## config.mk

```make
export PLATFORM = sky130hd
export DESIGN_NAME = def_gray_unit
export DESIGN_NICKNAME = d
export VERILOG_FILES = /design/src/design/def_pkg.sv /design/src/design/def_gray_unit.sv
export SDC_FILE = /design/constraint.sdc
export NUM_CORES = 1
export LEC_CHECK = 0
export BUFFER_PORTS_ARGS = -buffer_cell sky130_fd_sc_hd__buf_2
export CORE_UTILIZATION = 48
export DETAILED_ROUTE_END_ITERATION = 6
export PLACE_DENSITY = 0.71
export SLEW_MARGIN = 20
export SYNTH_ARGS = -nofsm -noshare
export SYNTH_HDL_FRONTEND = slang
export SYNTH_SLANG_ARGS = --single-unit
```

## constraint.sdc

```tcl
create_clock -name clk -period 7.85 [get_ports clk]
set_input_delay 0.3925 -clock clk [delete_from_list [all_inputs] [get_ports clk]]
set_output_delay 0.3925 -clock clk [all_outputs]
set_load 0.02 [all_outputs]
```

## src/design/def_pkg.sv

```systemverilog
// shared constants, types and helpers of the directional emboss filter
package def_pkg;

    localparam int COORD_W    = 11;
    localparam int CHAN_W     = 8;
    localparam int LUMA_W     = 24;
    localparam int GAIN_W     = 16;
    localparam int SIZE_W     = 12;
    localparam int STEP_W     = 2;
    localparam int CFG_IDX_W  = 3;
    localparam int CFG_DATA_W = 16;
    localparam int DIFF_W     = LUMA_W + 1;
    localparam int PROD_W     = DIFF_W + GAIN_W + 1;
    localparam int GRAY_SHIFT = 26;

    localparam int DEF_MAX_WIDTH  = 2048;
    localparam int DEF_MAX_HEIGHT = 2048;

    // luminance weights, unsigned Q8.16
    localparam logic [LUMA_W-1:0] LUMA_KR = LUMA_W'(19595);
    localparam logic [LUMA_W-1:0] LUMA_KG = LUMA_W'(38470);
    localparam logic [LUMA_W-1:0] LUMA_KB = LUMA_W'(7471);

    // register indexes
    localparam logic [CFG_IDX_W-1:0] REG_FRAME_WIDTH  = CFG_IDX_W'(0);
    localparam logic [CFG_IDX_W-1:0] REG_FRAME_HEIGHT = CFG_IDX_W'(1);
    localparam logic [CFG_IDX_W-1:0] REG_STEP_X       = CFG_IDX_W'(2);
    localparam logic [CFG_IDX_W-1:0] REG_STEP_Y       = CFG_IDX_W'(3);
    localparam logic [CFG_IDX_W-1:0] REG_GAIN         = CFG_IDX_W'(4);

    // register reset values
    localparam logic [SIZE_W-1:0] RST_FRAME_WIDTH  = SIZE_W'(640);
    localparam logic [SIZE_W-1:0] RST_FRAME_HEIGHT = SIZE_W'(480);
    localparam logic [STEP_W-1:0] RST_STEP_X       = 2'b11;
    localparam logic [STEP_W-1:0] RST_STEP_Y       = 2'b01;
    localparam logic [GAIN_W-1:0] RST_GAIN         = GAIN_W'(2048);

    // result queue
    localparam int QUEUE_DEPTH = 8;
    localparam int QPTR_W      = $clog2(QUEUE_DEPTH);
    localparam int QCNT_W      = QPTR_W + 1;

    // decoded step: nonzero flag and sign flag per axis
    typedef struct packed {
        logic x_nz;
        logic x_neg;
        logic y_nz;
        logic y_neg;
    } step_cfg_t;

    typedef struct packed {
        logic [COORD_W-1:0] col;
        logic [COORD_W-1:0] row;
        logic [CHAN_W-1:0]  red;
        logic [CHAN_W-1:0]  green;
        logic [CHAN_W-1:0]  blue;
        logic               last;
    } result_t;

    function automatic logic [LUMA_W-1:0] luma_of(
        input logic [CHAN_W-1:0] r,
        input logic [CHAN_W-1:0] g,
        input logic [CHAN_W-1:0] b
    );
        return LUMA_W'(r) * LUMA_KR + LUMA_W'(g) * LUMA_KG + LUMA_W'(b) * LUMA_KB;
    endfunction

endpackage

```

## src/design/def_gray_unit.sv

```systemverilog
// registered luminance difference times gain, then offset and clamp
module def_gray_unit (
    input  logic                               clk,
    input  logic signed [def_pkg::DIFF_W-1:0]  diff,
    input  logic [def_pkg::GAIN_W-1:0]         gain,
    output logic [def_pkg::CHAN_W-1:0]         gray
);
    import def_pkg::*;

    localparam int HI_W = PROD_W - GRAY_SHIFT;

    logic signed [PROD_W-1:0] prod_reg, prod_next;
    logic        [HI_W-1:0]   hi;
    logic signed [HI_W:0]     level;

    // product stage
    assign prod_next = diff * $signed({1'b0, gain});

    always_ff @(posedge clk)
    begin
        prod_reg <= prod_next;
    end

    // floor by arithmetic shift, then add mid gray
    assign hi    = prod_reg[PROD_W-1:GRAY_SHIFT];
    assign level = $signed({hi[HI_W-1], hi}) + $signed((HI_W + 1)'(128));

    // clamp to channel range
    always_comb
    begin
        if (level[HI_W])
            gray = '0;
        else if (level[HI_W-1:CHAN_W] != '0)
            gray = '1;
        else
            gray = level[CHAN_W-1:0];
    end

endmodule

```

==> summary.json <==
{
  "clock_network": {
    "cts_sinks": 16,
    "cts_buffers": 3,
    "cts.repair.resized": 0,
    "post-cts-setup-buffer-count": 0,
    "cts_hold_repair_buffers": 0,
    "worst_setup_hold_path_clk_slew_ps": 50,
    "max-clock-path-buffers": 2,
    "cts_tree": "built",
    "cts.root.buffer_cell": "clkbuf_16",
    "htree_levels": 1
  },
  "route": {
    "detail_route.wl_per_cell_um": 17.1,
    "drc_errors": 0,
    "route.antenna.remaining_nets": 0,
    "post_drt_via_cell_ratio": 5.19,
    "routed_wirelength_um": 34300,
    "detail_route.first_pass.iterations": 5,
    "detailedRoute.firstIterationViolations": 579,
    "vias": 10410
  },
  "global_route": {
    "grt_pass1_vias": 11886,
    "grt_max_degree": 26,
    "antenna_found_initial": 0,
    "grt_pass1_wl_um": 58000,
    "globalRoute.totalOverflow": 0,
    "grt_usage_pct": 24.2
  },
  "timing": {
    "fin_tns_setup_ps": 0,
    "fmax_mhz": 151,
    "setup-violations-final": 0,
    "worstMarginPinSlew_ps": 681,
    "period_share_pct": 84.6,
    "finalWorstSetupSlack_ps": 1210,
    "relSlewSlack_pct": 54.1,
    "rsz_0062_raised_after_global_routing": "no",
    "final_max_slew_viol_count": 0,
    "final_period_minus_worst_setup_slack_ps": 6640,
    "final_hold_viol_count": 0
  },
  "die": {
    "floorplan.initialDensity_pct": 48.7,
    "die_y_um": 175,
    "floorplan.rows": 63,
    "core_region_area_um2": 29600,
    "chipWidth_um": 175,
    "die_area_um2": 30800,
    "count_of_boundary_i_o_pins": 50
  },
  "finish": {
    "largest_reg_flops": 16,
    "signed_area_change_from_the_synthesized_netlist_to_the_final_layout_pct": 4.19,
    "layout_net_count": 2149,
    "layout_commonest_cell": "inv_1",
    "antenna_cells_inserted": 0,
    "mostFrequentLayoutCells": "466 x inv_1, 389 x fa_1, 263 x nand2_1",
    "drive_gt1_share_pct": 3.84
  },
  "synthesis": {
    "syn_area_per_cell_um2": 8.90,
    "post_synth_inst_count": 1622,
    "main_combinational_cell_family_by_area_after_synthesis": "adder cells",
    "post_synth_and_or_nand_nor_area_fraction_pct": 15.8,
    "synth_area_um2": 14400,
    "post-synth-top-area-cell": "fa_1",
    "count_of_flip_flops_with_a_built_in_enable_after_synthesis": 0,
    "post_synth_xor_area_fraction_pct": 1.40,
    "number_of_warnings_reported_in_the_yosys_synthesis_log": 0,
    "post_synth_main_area_contributors": "fa_1 54%, inv_1 12%, ha_1 8.8%, and2_1 6.9%, nand2_1 6.8%",
    "synth.ff_latch_count": 16,
    "synthesis.nets": 2155,
    "yosys_most_used_dff": "dfxtp_1",
    "asyncSetResetFlopFracSynth_pct": 0,
    "post_synth_mux_area_share_pct": 0,
    "ys_types": 45,
    "synth-adder-area-share_pct": 62.8,
    "synth.top_cell.area_share_pct": 53.9,
    "synth-compound-area-share_pct": 4.05,
    "synth-seq-area-share_pct": 2.22
  },
  "min_path": {
    "timing.hold.worst_path_depth": 2,
    "hold_end": "gray[3]",
    "hold_start": "prod_reg[29]",
    "hp-class": "register to output port"
  },
  "placed_design": {
    "dp_slack_ps": 987,
    "globalplace.congestion": 0.855,
    "detailed_place_hpwl_um": 27500,
    "number_of_input_and_output_port_buffers_inserted": 49
  },
  "critical_path": {
    "cp.required_ps": 7980,
    "setup.worst_path.start_class": "input port",
    "worstSetupPathType": "input port to register",
    "critical_path_sink_type": "register",
    "worst_ep_arrival_time_ps": 6770,
    "critical_path.max_fanout": 25
  },
  "job": {
    "cap_violations": 0
  },
  "outcome": {
    "outcome": "completed"
  }
}
==> worst max path at each step <==
stage / startpoint / endpoint / slack (ps)
3_5_place_dp: gain[3] / prod_reg[41] / 990
3_3_place_gp: gain[3] / prod_reg[41] / 1120
6_report: gain[3] / prod_reg[41] / 1210
5_1_grt: gain[3] / prod_reg[41] / 910
4_1_cts: gain[3] / prod_reg[41] / 1230
2_1_floorplan: gain[3] / prod_reg[41] / 1460
==> cell type report <==
class	instances	area, um2
clock buffers	4	88.8
flip-flops and latches	16	320
multi-input cells	1077	12100
fillers	2835	14600
repair buffers	51	260
inverters	467	1750
well taps	390	488
==> logic make-up after synthesis <==
kind of cell	Yosys count
buffers and inverters	529
AOI/OAI and AO/OA	89
DFF	16
xor gates and xnor gates	23
and+or+nand+nor	474
adders and majority gates	491
==> layer usage <==
layer	vias up	routed length, um	global-route usage [%]
met2	409	17700	44.6
met3	93	2280	1.82
met1	5305	12700	28.7
met4	0	1610	10.7
met5	-	0	0
li1	4603	-	-
==> cell usage after synthesis (all sizes together), types with 6 or more instances <==
cell type,number
clkbuf,62
fa,389
ha,102
a21o,6
nand2,264
nand3,8
o21ai,22
nor2,12
inv,467
dfxtp,16
o21a,12
and2,159
xnor2,20
nor3,8
a21oi,23
a211oi,7
==> per-stage QoR <==
step	cell area (um2)	instances	hold slack, ps	utilization [%]
after floorplan	14400	1622	899	-
after CTS	15000	2005	1210	50.8
after global routing	15000	2005	1230	50.8
after global placement	15000	2001	950	50.5
after detailed placement	15000	2001	945	50.5
final	15000	2005	1200	50.8
==> worst max-delay path, stage by stage <==
cell      delay (ps)
buf_2            470
nand2_1          220
fa_1             620
inv_1            140
fa_1             780
inv_1            110
fa_1             500
fa_1             570
fa_1             420
fa_1             500
inv_1             40
ha_1             370
nand2_1          110
or3_1            330
a2111o_1         390
a21oi_2          200
nor3_2            80
o21a_1           180
a311o_1          310
Power is not shown: default switching activity piles up to over one toggle a cycle in this logic, so the estimate is an artifact.
