===== src/design/def_pkg.sv =====
// shared constants, types and helpers of the directional emboss filter
package def_pkg;

    localparam int COORD_W    = 11;
    localparam int CHAN_W     = 8;
    localparam int LUMA_W     = 24;
    localparam int GAIN_W     = 16;
    localparam int SIZE_W     = 12;
    localparam int STEP_W     = 2;
    localparam int CFG_IDX_W  = 3;
    localparam int CFG_DATA_W = 16;
    localparam int DIFF_W     = LUMA_W + 1;
    localparam int PROD_W     = DIFF_W + GAIN_W + 1;
    localparam int GRAY_SHIFT = 26;

    localparam int DEF_MAX_WIDTH  = 2048;
    localparam int DEF_MAX_HEIGHT = 2048;

    // luminance weights, unsigned Q8.16
    localparam logic [LUMA_W-1:0] LUMA_KR = LUMA_W'(19595);
    localparam logic [LUMA_W-1:0] LUMA_KG = LUMA_W'(38470);
    localparam logic [LUMA_W-1:0] LUMA_KB = LUMA_W'(7471);

    // register indexes
    localparam logic [CFG_IDX_W-1:0] REG_FRAME_WIDTH  = CFG_IDX_W'(0);
    localparam logic [CFG_IDX_W-1:0] REG_FRAME_HEIGHT = CFG_IDX_W'(1);
    localparam logic [CFG_IDX_W-1:0] REG_STEP_X       = CFG_IDX_W'(2);
    localparam logic [CFG_IDX_W-1:0] REG_STEP_Y       = CFG_IDX_W'(3);
    localparam logic [CFG_IDX_W-1:0] REG_GAIN         = CFG_IDX_W'(4);

    // register reset values
    localparam logic [SIZE_W-1:0] RST_FRAME_WIDTH  = SIZE_W'(640);
    localparam logic [SIZE_W-1:0] RST_FRAME_HEIGHT = SIZE_W'(480);
    localparam logic [STEP_W-1:0] RST_STEP_X       = 2'b11;
    localparam logic [STEP_W-1:0] RST_STEP_Y       = 2'b01;
    localparam logic [GAIN_W-1:0] RST_GAIN         = GAIN_W'(2048);

    // result queue
    localparam int QUEUE_DEPTH = 8;
    localparam int QPTR_W      = $clog2(QUEUE_DEPTH);
    localparam int QCNT_W      = QPTR_W + 1;

    // decoded step: nonzero flag and sign flag per axis
    typedef struct packed {
        logic x_nz;
        logic x_neg;
        logic y_nz;
        logic y_neg;
    } step_cfg_t;

    typedef struct packed {
        logic [COORD_W-1:0] col;
        logic [COORD_W-1:0] row;
        logic [CHAN_W-1:0]  red;
        logic [CHAN_W-1:0]  green;
        logic [CHAN_W-1:0]  blue;
        logic               last;
    } result_t;

    function automatic logic [LUMA_W-1:0] luma_of(
        input logic [CHAN_W-1:0] r,
        input logic [CHAN_W-1:0] g,
        input logic [CHAN_W-1:0] b
    );
        return LUMA_W'(r) * LUMA_KR + LUMA_W'(g) * LUMA_KG + LUMA_W'(b) * LUMA_KB;
    endfunction

endpackage


===== src/design/def_cfg_regs.sv =====
// configuration registers and effective frame geometry
module def_cfg_regs #(
    parameter int MAX_WIDTH  = def_pkg::DEF_MAX_WIDTH,
    parameter int MAX_HEIGHT = def_pkg::DEF_MAX_HEIGHT,
    localparam int CW = $clog2(MAX_WIDTH + 1),
    localparam int RW = $clog2(MAX_HEIGHT + 1)
) (
    input  logic                            clk,
    input  logic                            rst_n,
    input  logic                            cfg_we,
    input  logic [def_pkg::CFG_IDX_W-1:0]   cfg_index,
    input  logic [def_pkg::CFG_DATA_W-1:0]  cfg_data,
    output logic [CW-1:0]                   width_eff,
    output logic [RW-1:0]                   height_eff,
    output def_pkg::step_cfg_t              steps,
    output logic [def_pkg::GAIN_W-1:0]      gain
);
    import def_pkg::*;

    localparam int WSW = (CW > SIZE_W) ? CW : SIZE_W;
    localparam int HSW = (RW > SIZE_W) ? RW : SIZE_W;

    logic [SIZE_W-1:0] frame_width_reg, frame_width_next;
    logic [SIZE_W-1:0] frame_height_reg, frame_height_next;
    logic [STEP_W-1:0] step_x_reg, step_x_next;
    logic [STEP_W-1:0] step_y_reg, step_y_next;
    logic [GAIN_W-1:0] gain_reg, gain_next;
    logic [WSW-1:0]    w_ext;
    logic [HSW-1:0]    h_ext;

    // register writes
    always_comb
    begin
        frame_width_next  = frame_width_reg;
        frame_height_next = frame_height_reg;
        step_x_next       = step_x_reg;
        step_y_next       = step_y_reg;
        gain_next         = gain_reg;
        if (cfg_we)
        begin
            case (cfg_index)
                REG_FRAME_WIDTH:  frame_width_next  = cfg_data[SIZE_W-1:0];
                REG_FRAME_HEIGHT: frame_height_next = cfg_data[SIZE_W-1:0];
                REG_STEP_X:       step_x_next       = cfg_data[STEP_W-1:0];
                REG_STEP_Y:       step_y_next       = cfg_data[STEP_W-1:0];
                REG_GAIN:         gain_next         = cfg_data[GAIN_W-1:0];
                default:          ;
            endcase
        end
    end

    always_ff @(posedge clk or negedge rst_n)
    begin
        if (!rst_n)
        begin
            frame_width_reg  <= RST_FRAME_WIDTH;
            frame_height_reg <= RST_FRAME_HEIGHT;
            step_x_reg       <= RST_STEP_X;
            step_y_reg       <= RST_STEP_Y;
            gain_reg         <= RST_GAIN;
        end
        else
        begin
            frame_width_reg  <= frame_width_next;
            frame_height_reg <= frame_height_next;
            step_x_reg       <= step_x_next;
            step_y_reg       <= step_y_next;
            gain_reg         <= gain_next;
        end
    end

    // zero counts as one, oversize saturates
    assign w_ext = WSW'(frame_width_reg);
    assign h_ext = HSW'(frame_height_reg);

    always_comb
    begin
        if (frame_width_reg == '0)
            width_eff = CW'(1);
        else if (w_ext > WSW'(MAX_WIDTH))
            width_eff = CW'(MAX_WIDTH);
        else
            width_eff = CW'(w_ext);

        if (frame_height_reg == '0)
            height_eff = RW'(1);
        else if (h_ext > HSW'(MAX_HEIGHT))
            height_eff = RW'(MAX_HEIGHT);
        else
            height_eff = RW'(h_ext);
    end

    // unused code 10b decodes as minus one
    assign steps.x_nz  = (step_x_reg != '0);
    assign steps.x_neg = step_x_reg[1];
    assign steps.y_nz  = (step_y_reg != '0);
    assign steps.y_neg = step_y_reg[1];
    assign gain        = gain_reg;

endmodule


===== config.mk =====
export PLATFORM = sky130hd
export DESIGN_NAME = def_cfg_regs
export DESIGN_NICKNAME = d
export VERILOG_FILES = /design/src/design/def_pkg.sv /design/src/design/def_cfg_regs.sv
export SDC_FILE = /design/constraint.sdc
export NUM_CORES = 1
export LEC_CHECK = 0
export BUFFER_PORTS_ARGS = -buffer_cell sky130_fd_sc_hd__clkbuf_2
export CORE_MARGIN = 10
export CORE_UTILIZATION = 50
export CTS_BUF_LIST = sky130_fd_sc_hd__clkbuf_8
export DETAILED_ROUTE_END_ITERATION = 10
export GPL_TIMING_DRIVEN = 0
export PLACE_DENSITY = 0.76
export SETUP_SLACK_MARGIN = 0.05
export SYNTH_ARGS = -nofsm -noshare
export SYNTH_HDL_FRONTEND = slang
export SYNTH_SLANG_ARGS = --single-unit

===== constraint.sdc =====
create_clock -name clk -period 1.79 [get_ports clk]
set_input_delay 0.0895 -clock clk [delete_from_list [all_inputs] [get_ports clk]]
set_output_delay 0.0895 -clock clk [all_outputs]
set_load 0.005 [all_outputs]

==> impl_metrics.toml <==
[status]
status = "complete, but fails checks"
violations = "hold timing"

[timing]
period_needed_ps = 1490
setup_violations = 0
fmax_mhz = 672
rsz0062_at_grt = "false"
hold_violations = 34
holdWs_ps = -26.9
worst_slack_ps = 303
setup_tns_ps = 0
finalCritPeriodShare = 0.831
slew_violations = 0
worstMarginPinSlew_ps = 1050
skew_ps = 0
slew_headroom = 0.302

[layout]
multi_input_area_um2 = 806
layout_common_cells = "clkbuf_2 (65), mux2_2 (34), dfrtp_1 (34)"
fin_util = 0.660
drive_gt1_frac = 0.652
final_area_um2 = 2490
n_antenna_cell = 0
num-fill-cells = 300
largest_register_ffs = 16
seqCellArea_um2 = 1110
layout_commonest_cell = "clkbuf_2"
syn_to_final_growth_pct = 24.2
nets = 231

[synth]
ys_seq_elements = 44
yosysTopAreaCell = "dfrtp_1"
netlist_area_um2 = 2000
syn_avg_cell_area_um2 = 14.6
muxShareOfSynthArea = 0.266
postSynthCellCount = 137
synth_top_family_by_area = "multiplexers"
yosysTopAreaCellShare = 0.425
synth_fa_ha_area_frac = 0
synthXorXnorAreaFrac = 0
synth-compound-area-share = 0.00999
synth-seq-area-share = 0.556
yosysWarningCount = 0
yosysUniqueCellTypes = 18
ys_top_cells_by_area = "dfrtp_1 (42%), mux2_2 (19%), dfstp_2 (13%)"
synth_simple_gate_area_frac = 0.126
syn_nets = 159

[routing]
route.detailed.drc = 0
initialDrtViolationCount = 64
dr.pass1.iters = 4
post_drt_wl_per_cell_um = 17.7
vias = 1313
antenna_left = 0
via_per_inst = 5.09
routed_wl_um = 4570

[global_routing]
grt-ovfl-total = 0
grt_pass1_wl_um = 7820
grt_max_degree = 45
antenna_found_initial = 0
grt_pass1_vias = 1513
track_usage = 0.137

[placed_design]
io_buffers = 65
gp_congestion = 0.803
place_ws_ps = 477
dp_hpwl_um = 3630
dpl-instance-area_um2 = 2390

[setup_path]
cpPeakStageDelay_ps = 390
crit_path_end_kind = "output pin"
worstPathRequired_ps = 1700
path_buf_inv = 1
critical_path_class = "reg -> out"
r2r-start = "frame_height_reg[11]"
path_cells = "nor4_1 -> a41o_1 -> clkbuf_2"
slowest_stage = "nor4_1"
startpoint = "frame_height_reg[5]"
critical_path.top_delay_family = "simple AND/OR/NAND/NOR gates"
cp.arrival_ps = 1400
rrSetupSlack_ps = 650
crit_fanout = 3
start_kind = "register"

[pwr]
ir_drop_uv = 725
p_per_area_nw_per_um2 = 1130
p_leak_uw = 0.00120
power.total_uw = 2820

[floorplanning]
rows = 22
die_height_um = 83.3
die_area_um2 = 6940
die_w_um = 83.3
core-area_um2 = 3770
io_pins = 66
initial_utilization = 0.531

[clock_tree]
cts_made_buffers = 5
postCtsSetupRepairBufs = 0
cts_buffer_depth = 2
insertion_delay_ps = 290
cts_tree = "yes"
clock-sinks = 44
htreeDepth = 2
clk_pin_slew_ps = 80
cts_resized = 0
clock-root-buffer = "clkbuf_8"
postCtsHoldBufs = 0

[worst_hold_path]
min_path_type = "in -> async"

[job]
cap_violations = 0
## cell families (layout without fill, tap and decap cells)
family,count (synthesis),count (layout)
multiplexers,44,44
flip-flops,44,44
AND/OR/NAND/NOR,35,35
buffers and inverters,12,85
AO/OA/AOI/OAI,2,2
## final timing paths
check	endpoint	cells after the start
max	height_eff[0]	3
min	gain[14]	1
max reg2reg	frame_height_reg[11]	2
min reg2reg	frame_height_reg[0]	1
max in group asynchronous	frame_width_reg[4]	1
min in group clk	gain[13]	2
## stage by stage
stage,instances,hold slack [ps]
floorplan,137,-206
global placement,250,307
detailed placement,250,326
CTS,258,2.90
global route,258,21.8
finish,258,-26.9
## cells in the mapped netlist, drive strengths merged
library cell and instances:
nor4 4, inv 2, nor2b 22, and4bb 3, a41o 2, nor2 2, dfstp 10, clkbuf 4
dfrtp 34, buf 6, mux2 44, nor4b 1, or2 2, nand4b 1
## layout make-up
cell class,instances,area share
Sequential cell,44,0.447
Multi-Input combinational cell,81,0.324
Timing Repair Buffer,65,0.131
Clock buffer,7,0.0387
Buffer,10,0.0307
Tap cell,48,0.0241
Inverter,2,0.00302
Clock inverter,1,0.00151
## power breakdown
group	total [µW]	leakage, µW	internal [µW]	switching (µW)
clock	651	0.0000557	346	305
combinational	770	0.000629	453	317
sequential	1400	0.000513	1250	148
total	2820	0.00120	2050	770
## metal layers
metal | vias to the layer above | wire length [µm] | global-route usage
met3 | 5 | 402 | 0.0654
met1 | 637 | 1990 | 0.164
met4 | 0 | 47 | 0.0385
li1 | 617 | - | -
met2 | 54 | 2130 | 0.215
met5 | - | 0 | 0
Note: power is estimated with default switching activity, not from simulation.
