## src/design/def_pkg.sv

```systemverilog
// shared constants, types and helpers of the directional emboss filter
package def_pkg;

    localparam int COORD_W    = 11;
    localparam int CHAN_W     = 8;
    localparam int LUMA_W     = 24;
    localparam int GAIN_W     = 16;
    localparam int SIZE_W     = 12;
    localparam int STEP_W     = 2;
    localparam int CFG_IDX_W  = 3;
    localparam int CFG_DATA_W = 16;
    localparam int DIFF_W     = LUMA_W + 1;
    localparam int PROD_W     = DIFF_W + GAIN_W + 1;
    localparam int GRAY_SHIFT = 26;

    localparam int DEF_MAX_WIDTH  = 2048;
    localparam int DEF_MAX_HEIGHT = 2048;

    // luminance weights, unsigned Q8.16
    localparam logic [LUMA_W-1:0] LUMA_KR = LUMA_W'(19595);
    localparam logic [LUMA_W-1:0] LUMA_KG = LUMA_W'(38470);
    localparam logic [LUMA_W-1:0] LUMA_KB = LUMA_W'(7471);

    // register indexes
    localparam logic [CFG_IDX_W-1:0] REG_FRAME_WIDTH  = CFG_IDX_W'(0);
    localparam logic [CFG_IDX_W-1:0] REG_FRAME_HEIGHT = CFG_IDX_W'(1);
    localparam logic [CFG_IDX_W-1:0] REG_STEP_X       = CFG_IDX_W'(2);
    localparam logic [CFG_IDX_W-1:0] REG_STEP_Y       = CFG_IDX_W'(3);
    localparam logic [CFG_IDX_W-1:0] REG_GAIN         = CFG_IDX_W'(4);

    // register reset values
    localparam logic [SIZE_W-1:0] RST_FRAME_WIDTH  = SIZE_W'(640);
    localparam logic [SIZE_W-1:0] RST_FRAME_HEIGHT = SIZE_W'(480);
    localparam logic [STEP_W-1:0] RST_STEP_X       = 2'b11;
    localparam logic [STEP_W-1:0] RST_STEP_Y       = 2'b01;
    localparam logic [GAIN_W-1:0] RST_GAIN         = GAIN_W'(2048);

    // result queue
    localparam int QUEUE_DEPTH = 8;
    localparam int QPTR_W      = $clog2(QUEUE_DEPTH);
    localparam int QCNT_W      = QPTR_W + 1;

    // decoded step: nonzero flag and sign flag per axis
    typedef struct packed {
        logic x_nz;
        logic x_neg;
        logic y_nz;
        logic y_neg;
    } step_cfg_t;

    typedef struct packed {
        logic [COORD_W-1:0] col;
        logic [COORD_W-1:0] row;
        logic [CHAN_W-1:0]  red;
        logic [CHAN_W-1:0]  green;
        logic [CHAN_W-1:0]  blue;
        logic               last;
    } result_t;

    function automatic logic [LUMA_W-1:0] luma_of(
        input logic [CHAN_W-1:0] r,
        input logic [CHAN_W-1:0] g,
        input logic [CHAN_W-1:0] b
    );
        return LUMA_W'(r) * LUMA_KR + LUMA_W'(g) * LUMA_KG + LUMA_W'(b) * LUMA_KB;
    endfunction

endpackage

```

## src/design/def_out_queue.sv

```systemverilog
// result queue, up to two pushes and one pop per cycle
module def_out_queue (
    input  logic                        clk,
    input  logic                        rst_n,
    input  logic [1:0]                  push_cnt,
    input  def_pkg::result_t            push_a,
    input  def_pkg::result_t            push_b,
    input  logic                        pop,
    output logic                        valid,
    output def_pkg::result_t            head,
    output logic [def_pkg::QCNT_W-1:0]  count
);
    import def_pkg::*;

    result_t             slot_reg [QUEUE_DEPTH];
    logic [QPTR_W-1:0]   wr_ptr_reg, wr_ptr_next;
    logic [QPTR_W-1:0]   rd_ptr_reg, rd_ptr_next;
    logic [QCNT_W-1:0]   count_reg, count_next;
    logic [QPTR_W-1:0]   wr_ptr_b;
    logic                pop_fire;

    assign pop_fire = pop && (count_reg != '0);
    assign wr_ptr_b = QPTR_W'(wr_ptr_reg + 1'b1);

    // entry storage
    always_ff @(posedge clk)
    begin
        if (push_cnt != 2'd0)
            slot_reg[wr_ptr_reg] <= push_a;
        if (push_cnt == 2'd2)
            slot_reg[wr_ptr_b] <= push_b;
    end

    // pointers and fill level
    always_comb
    begin
        wr_ptr_next = QPTR_W'(wr_ptr_reg + QPTR_W'(push_cnt));
        rd_ptr_next = pop_fire ? QPTR_W'(rd_ptr_reg + 1'b1) : rd_ptr_reg;
        count_next  = QCNT_W'(count_reg + QCNT_W'(push_cnt) - QCNT_W'(pop_fire));
    end

    always_ff @(posedge clk or negedge rst_n)
    begin
        if (!rst_n)
        begin
            wr_ptr_reg <= '0;
            rd_ptr_reg <= '0;
            count_reg  <= '0;
        end
        else
        begin
            wr_ptr_reg <= wr_ptr_next;
            rd_ptr_reg <= rd_ptr_next;
            count_reg  <= count_next;
        end
    end

    assign valid = (count_reg != '0);
    assign head  = slot_reg[rd_ptr_reg];
    assign count = count_reg;

endmodule

```

## config.mk

```make
export PLATFORM = sky130hd
export DESIGN_NAME = def_out_queue
export DESIGN_NICKNAME = d
export VERILOG_FILES = /design/src/design/def_pkg.sv /design/src/design/def_out_queue.sv
export SDC_FILE = /design/constraint.sdc
export NUM_CORES = 1
export LEC_CHECK = 0
export BUFFER_PORTS_ARGS = -buffer_cell sky130_fd_sc_hd__buf_2
export CORE_UTILIZATION = 30
export DETAILED_ROUTE_END_ITERATION = 12
export HOLD_SLACK_MARGIN = 0.08
export PLACE_DENSITY = 0.46
export SETUP_SLACK_MARGIN = 0.15
export SKIP_LAST_GASP = 1
export SLEW_MARGIN = 20
export SYNTH_ARGS = -nofsm -noshare
export SYNTH_HDL_FRONTEND = slang
export SYNTH_SLANG_ARGS = --single-unit
export TNS_END_PERCENT = 5
```

## constraint.sdc

```tcl
create_clock -name clk -period 11.3 [get_ports clk]
set_input_delay 0.565 -clock clk [delete_from_list [all_inputs] [get_ports clk]]
set_output_delay 0.565 -clock clk [all_outputs]
set_load 0.005 [all_outputs]
```

==> metrics.csv <==
stage,metric,value,unit
clock_tree,Post-CTS Resized,0,
timing,RSZ-0062 raised after global routing,false,
floorplanning,die width,255.8,um
critical_path,worst path arrival time,3.35,ns
critical_path,flop2flop setup slack,7.63,ns
drt,Antenna Violating Nets Remaining,0,
drt,drt drc,0,
power,Leak,7.560,nW
critical_path,Crit path depth,4,
finish,Final Instance Area,22470,sq um
logic_synthesis,#FFs+latches synth,386,
timing,Rel. slew slack,32.87,%
clock_tree,CTS tree,built,
grt,first-pass GRT wire length,76260,um
run,MaxCap Viol Count,0,
floorplanning,Site Rows,92,
drt,total wire length,50840,um
critical_path,"critical path, cell by cell",buf_4 > mux4_2 > mux2_2 > buf_2,
logic_synthesis,Yosys top cell area share,58.41,%
drt,Routed WL per cell,24.66,um
timing,final clock skew,0.02072,ns
drt,Pre-antenna DRT Iters,5,
logic_synthesis,largest family of logic cells by synthesized area,multiplexers,
clock_tree,clk sinks,386,
critical_path,Reg-to-Reg End,slot_reg[1][33],
logic_synthesis,mux cell area share after synthesis,35.65,%
critical_path,worst reg2reg path depth,5,
timing,worst hold slack,0.3063,ns
critical_path,Buf/Inv on CP,2,
timing,Final Worst Setup Slack,7.387,ns
run_status,outcome,completed,
critical_path,max incr delay on CP,0.79,ns
grt,number of global-route vias before repair,11200,
floorplanning,height of the die,255.8,um
grt,Total GRT Usage,15.68,%
grt,initial antenna violation count,13,
logic_synthesis,"Primary FF master, synth",edfxtp_1,
power,PD cells,258.6,nW/um^2
floorplanning,core area,63430,sq um
logic_synthesis,Simple-Gate Fraction of Synth Area,0.5566,%
placed_design,port buffer count,150,
finish,fraction of layout cells with a size suffix above 1,62.01,%
logic_synthesis,Post-Syn Area,19330,sq um
clock_tree,Clock Tree Buf Depth,3,
clock_tree,clock slew at reported path FFs,0.05,ns
critical_path,CP Capture Type,primary output,
floorplanning,Top Ports,151,
timing,final setup violation count,0,
placed_design,placed insts,1977,
drt,DR iter-0 viols,538,
timing,actual slew at the worst max-slew pin,1.007,ns
finish,Finished Layout Cells,2062,
finish,most frequent cells in the layout,"mux2_2 (407), edfxtp_1 (376), buf_2 (150)",
clock_tree,CTS Root Cell,clkbuf_16,
logic_synthesis,largest area contributor in the netlist,edfxtp_1,
placed_design,HPWL after detailed placement,28090,um
timing,fmax,255.6,MHz
critical_path,crit path capture,head[8],
finish,Fill cells,5953,
timing,Setup TNS,0,ns
placed_design,RePlAce Congestion,0.6963,
placed_design,dpl cell area,21000,sq um
finish,max reg flops,376,
logic_synthesis,"EDFF count, synth",376,
placed_design,DP Worst Slack,7.553,ns
critical_path,"delay-heaviest family, CP",multiplexers,
drt,Vias/cell,4.952,
finish,"commonest non-fill, non-tap cell in the layout",mux2_2,
grt,largest net degree at the start of global routing,60,
logic_synthesis,Mapped Cells,1033,
timing,Hold Fails Final Rpt,0,
timing,minimum clock period,3.913,ns
logic_synthesis,Cell variety after synth,32,
floorplanning,Initial Util,30.48,%
critical_path,Worst Setup SP,rd_ptr_reg[0],
finish,nets,1291,
logic_synthesis,Synthesized Nets,1143,
clock_tree,CTS H-Tree Depth,2,
drt,Vias,10210,
logic_synthesis,largest cells by area after synthesis,"edfxtp_1 (58%), mux2_2 (24%), mux4_2 (11%)",
logic_synthesis,synthesized area per cell,18.71,sq um
logic_synthesis,Synth Area in XOR/XNOR,0.3948,%
logic_synthesis,area fraction in compound gates after synthesis,0.3754,%
critical_path,Critical Path RT,10.74,ns
timing,max-slew violation count,0,
logic_synthesis,sequential area share after synthesis,59.70,%
clock_tree,cts bufs inserted,47,
power,Max IR drop VDD,0.0002116,V
critical_path,CP max-delay cell,dfrtp_4,
logic_synthesis,synth warn,0,
timing,final worst-path cycle share,34.63,%
logic_synthesis,Async SR Flop Fraction,2.591,%
critical_path,Worst Path Max Fanout,41,
clock_tree,Worst-Skew Late Latency,0.58,ns
finish,Area Growth Syn to Fin,16.23,%
min_path,worst hold path class,primary input to flip-flop,
critical_path,critical path class,flip-flop to primary output,
grt,grt ovf,0,
finish,number of diodes,0,
floorplanning,DIE AREA,65460,sq um
critical_path,Worst setup SP type,flip-flop,
critical_path,worst reg2reg startpoint,wr_ptr_reg[1],
logic_synthesis,Synth Area in Adders,0.7896,%
cell type report:
class                      instances  area, sq um  share of cell area (%)
inverter                          13        48.80                  0.2172
tap                              846         1059                   4.711
clock inverter                    26        198.9                  0.8854
clock buffer                      58         1260                   5.608
timing repair buffer             167        880.8                   3.920
multi-input combinational        566         7471                   33.25
sequential                       386        11550                   51.41
worst min path at each step:
stage / start / end / slack [ns] / cells past startpoint
after floorplan: rst_n / count[0] / 0.27 / 0
after global placement: rst_n / count[3] / 0.46 / 1
after detailed placement: rst_n / count[3] / 0.46 / 1
after CTS: pop / rd_ptr_reg[2] / 0.27 / 3
after global routing: pop / rd_ptr_reg[2] / 0.31 / 3
final: pop / rd_ptr_reg[2] / 0.31 / 3
power by group:
group / switching, mW / internal (mW) / leakage [nW] / total (mW)
Combinational: 1.10 / 0.966 / 3.28 / 2.06
Clock: 0.605 / 0.855 / 0.712 / 1.46
Sequential: 0.174 / 2.11 / 3.57 / 2.29
worst min-delay path, cell delays in order:
cell     delay (ns)
buf_2          0.11
nand3_1        0.09
xnor2_1        0.06
what timing repair did:
| action | CTS | global route |
|---|---|---|
| endpoints found under the hold margin | 10 | 0 |
| hold buffers | 1 | 0 |
| buffers inserted | 0 | 0 |
cells by family (layout without fill, tap and decap cells):
logic type                 count (synthesis)  after routing
AOI/OAI and AO/OA                         12             12
xor gates and xnor gates                   7              7
adders and majority gates                 11             11
muxes                                    518            518
DFF                                      386            386
and+or+nand+nor                           18             18
buffers and inverters                     81            264
per-layer routing:
| metal | vias up | wire length (um) | track usage, % |
|---|---|---|---|
| met5 | - | 86 | 0 |
| met4 | 16 | 942 | 3.460 |
| met3 | 88 | 2194 | 3.486 |
| met2 | 184 | 24060 | 25.40 |
| met1 | 5394 | 23550 | 21.43 |
| li1 | 4528 | - | - |
cell usage after synthesis, types with 3 or more instances:
master and instances:
dfrtp_1 10, inv_1 13, buf_2 31, mux2_2 407, mux4_2 94, clkbuf_1 11, nand2_1 7, o21ai_0 5
nand3_1 3, buf_4 11, mux2_1 17, xnor2_1 3, buf_6 14, ha_1 9, edfxtp_1 376
stage by stage:
step | power [mW] | utilization (%)
3_3_place_gp | 4.435 | 33.11
3_5_place_dp | 4.455 | 33.11
5_1_grt | 6.130 | 35.42
2_1_floorplan | 3.646 | -
6_report | 5.810 | 35.42
4_1_cts | 5.944 | 35.42
(Power assumes the default switching activity.)
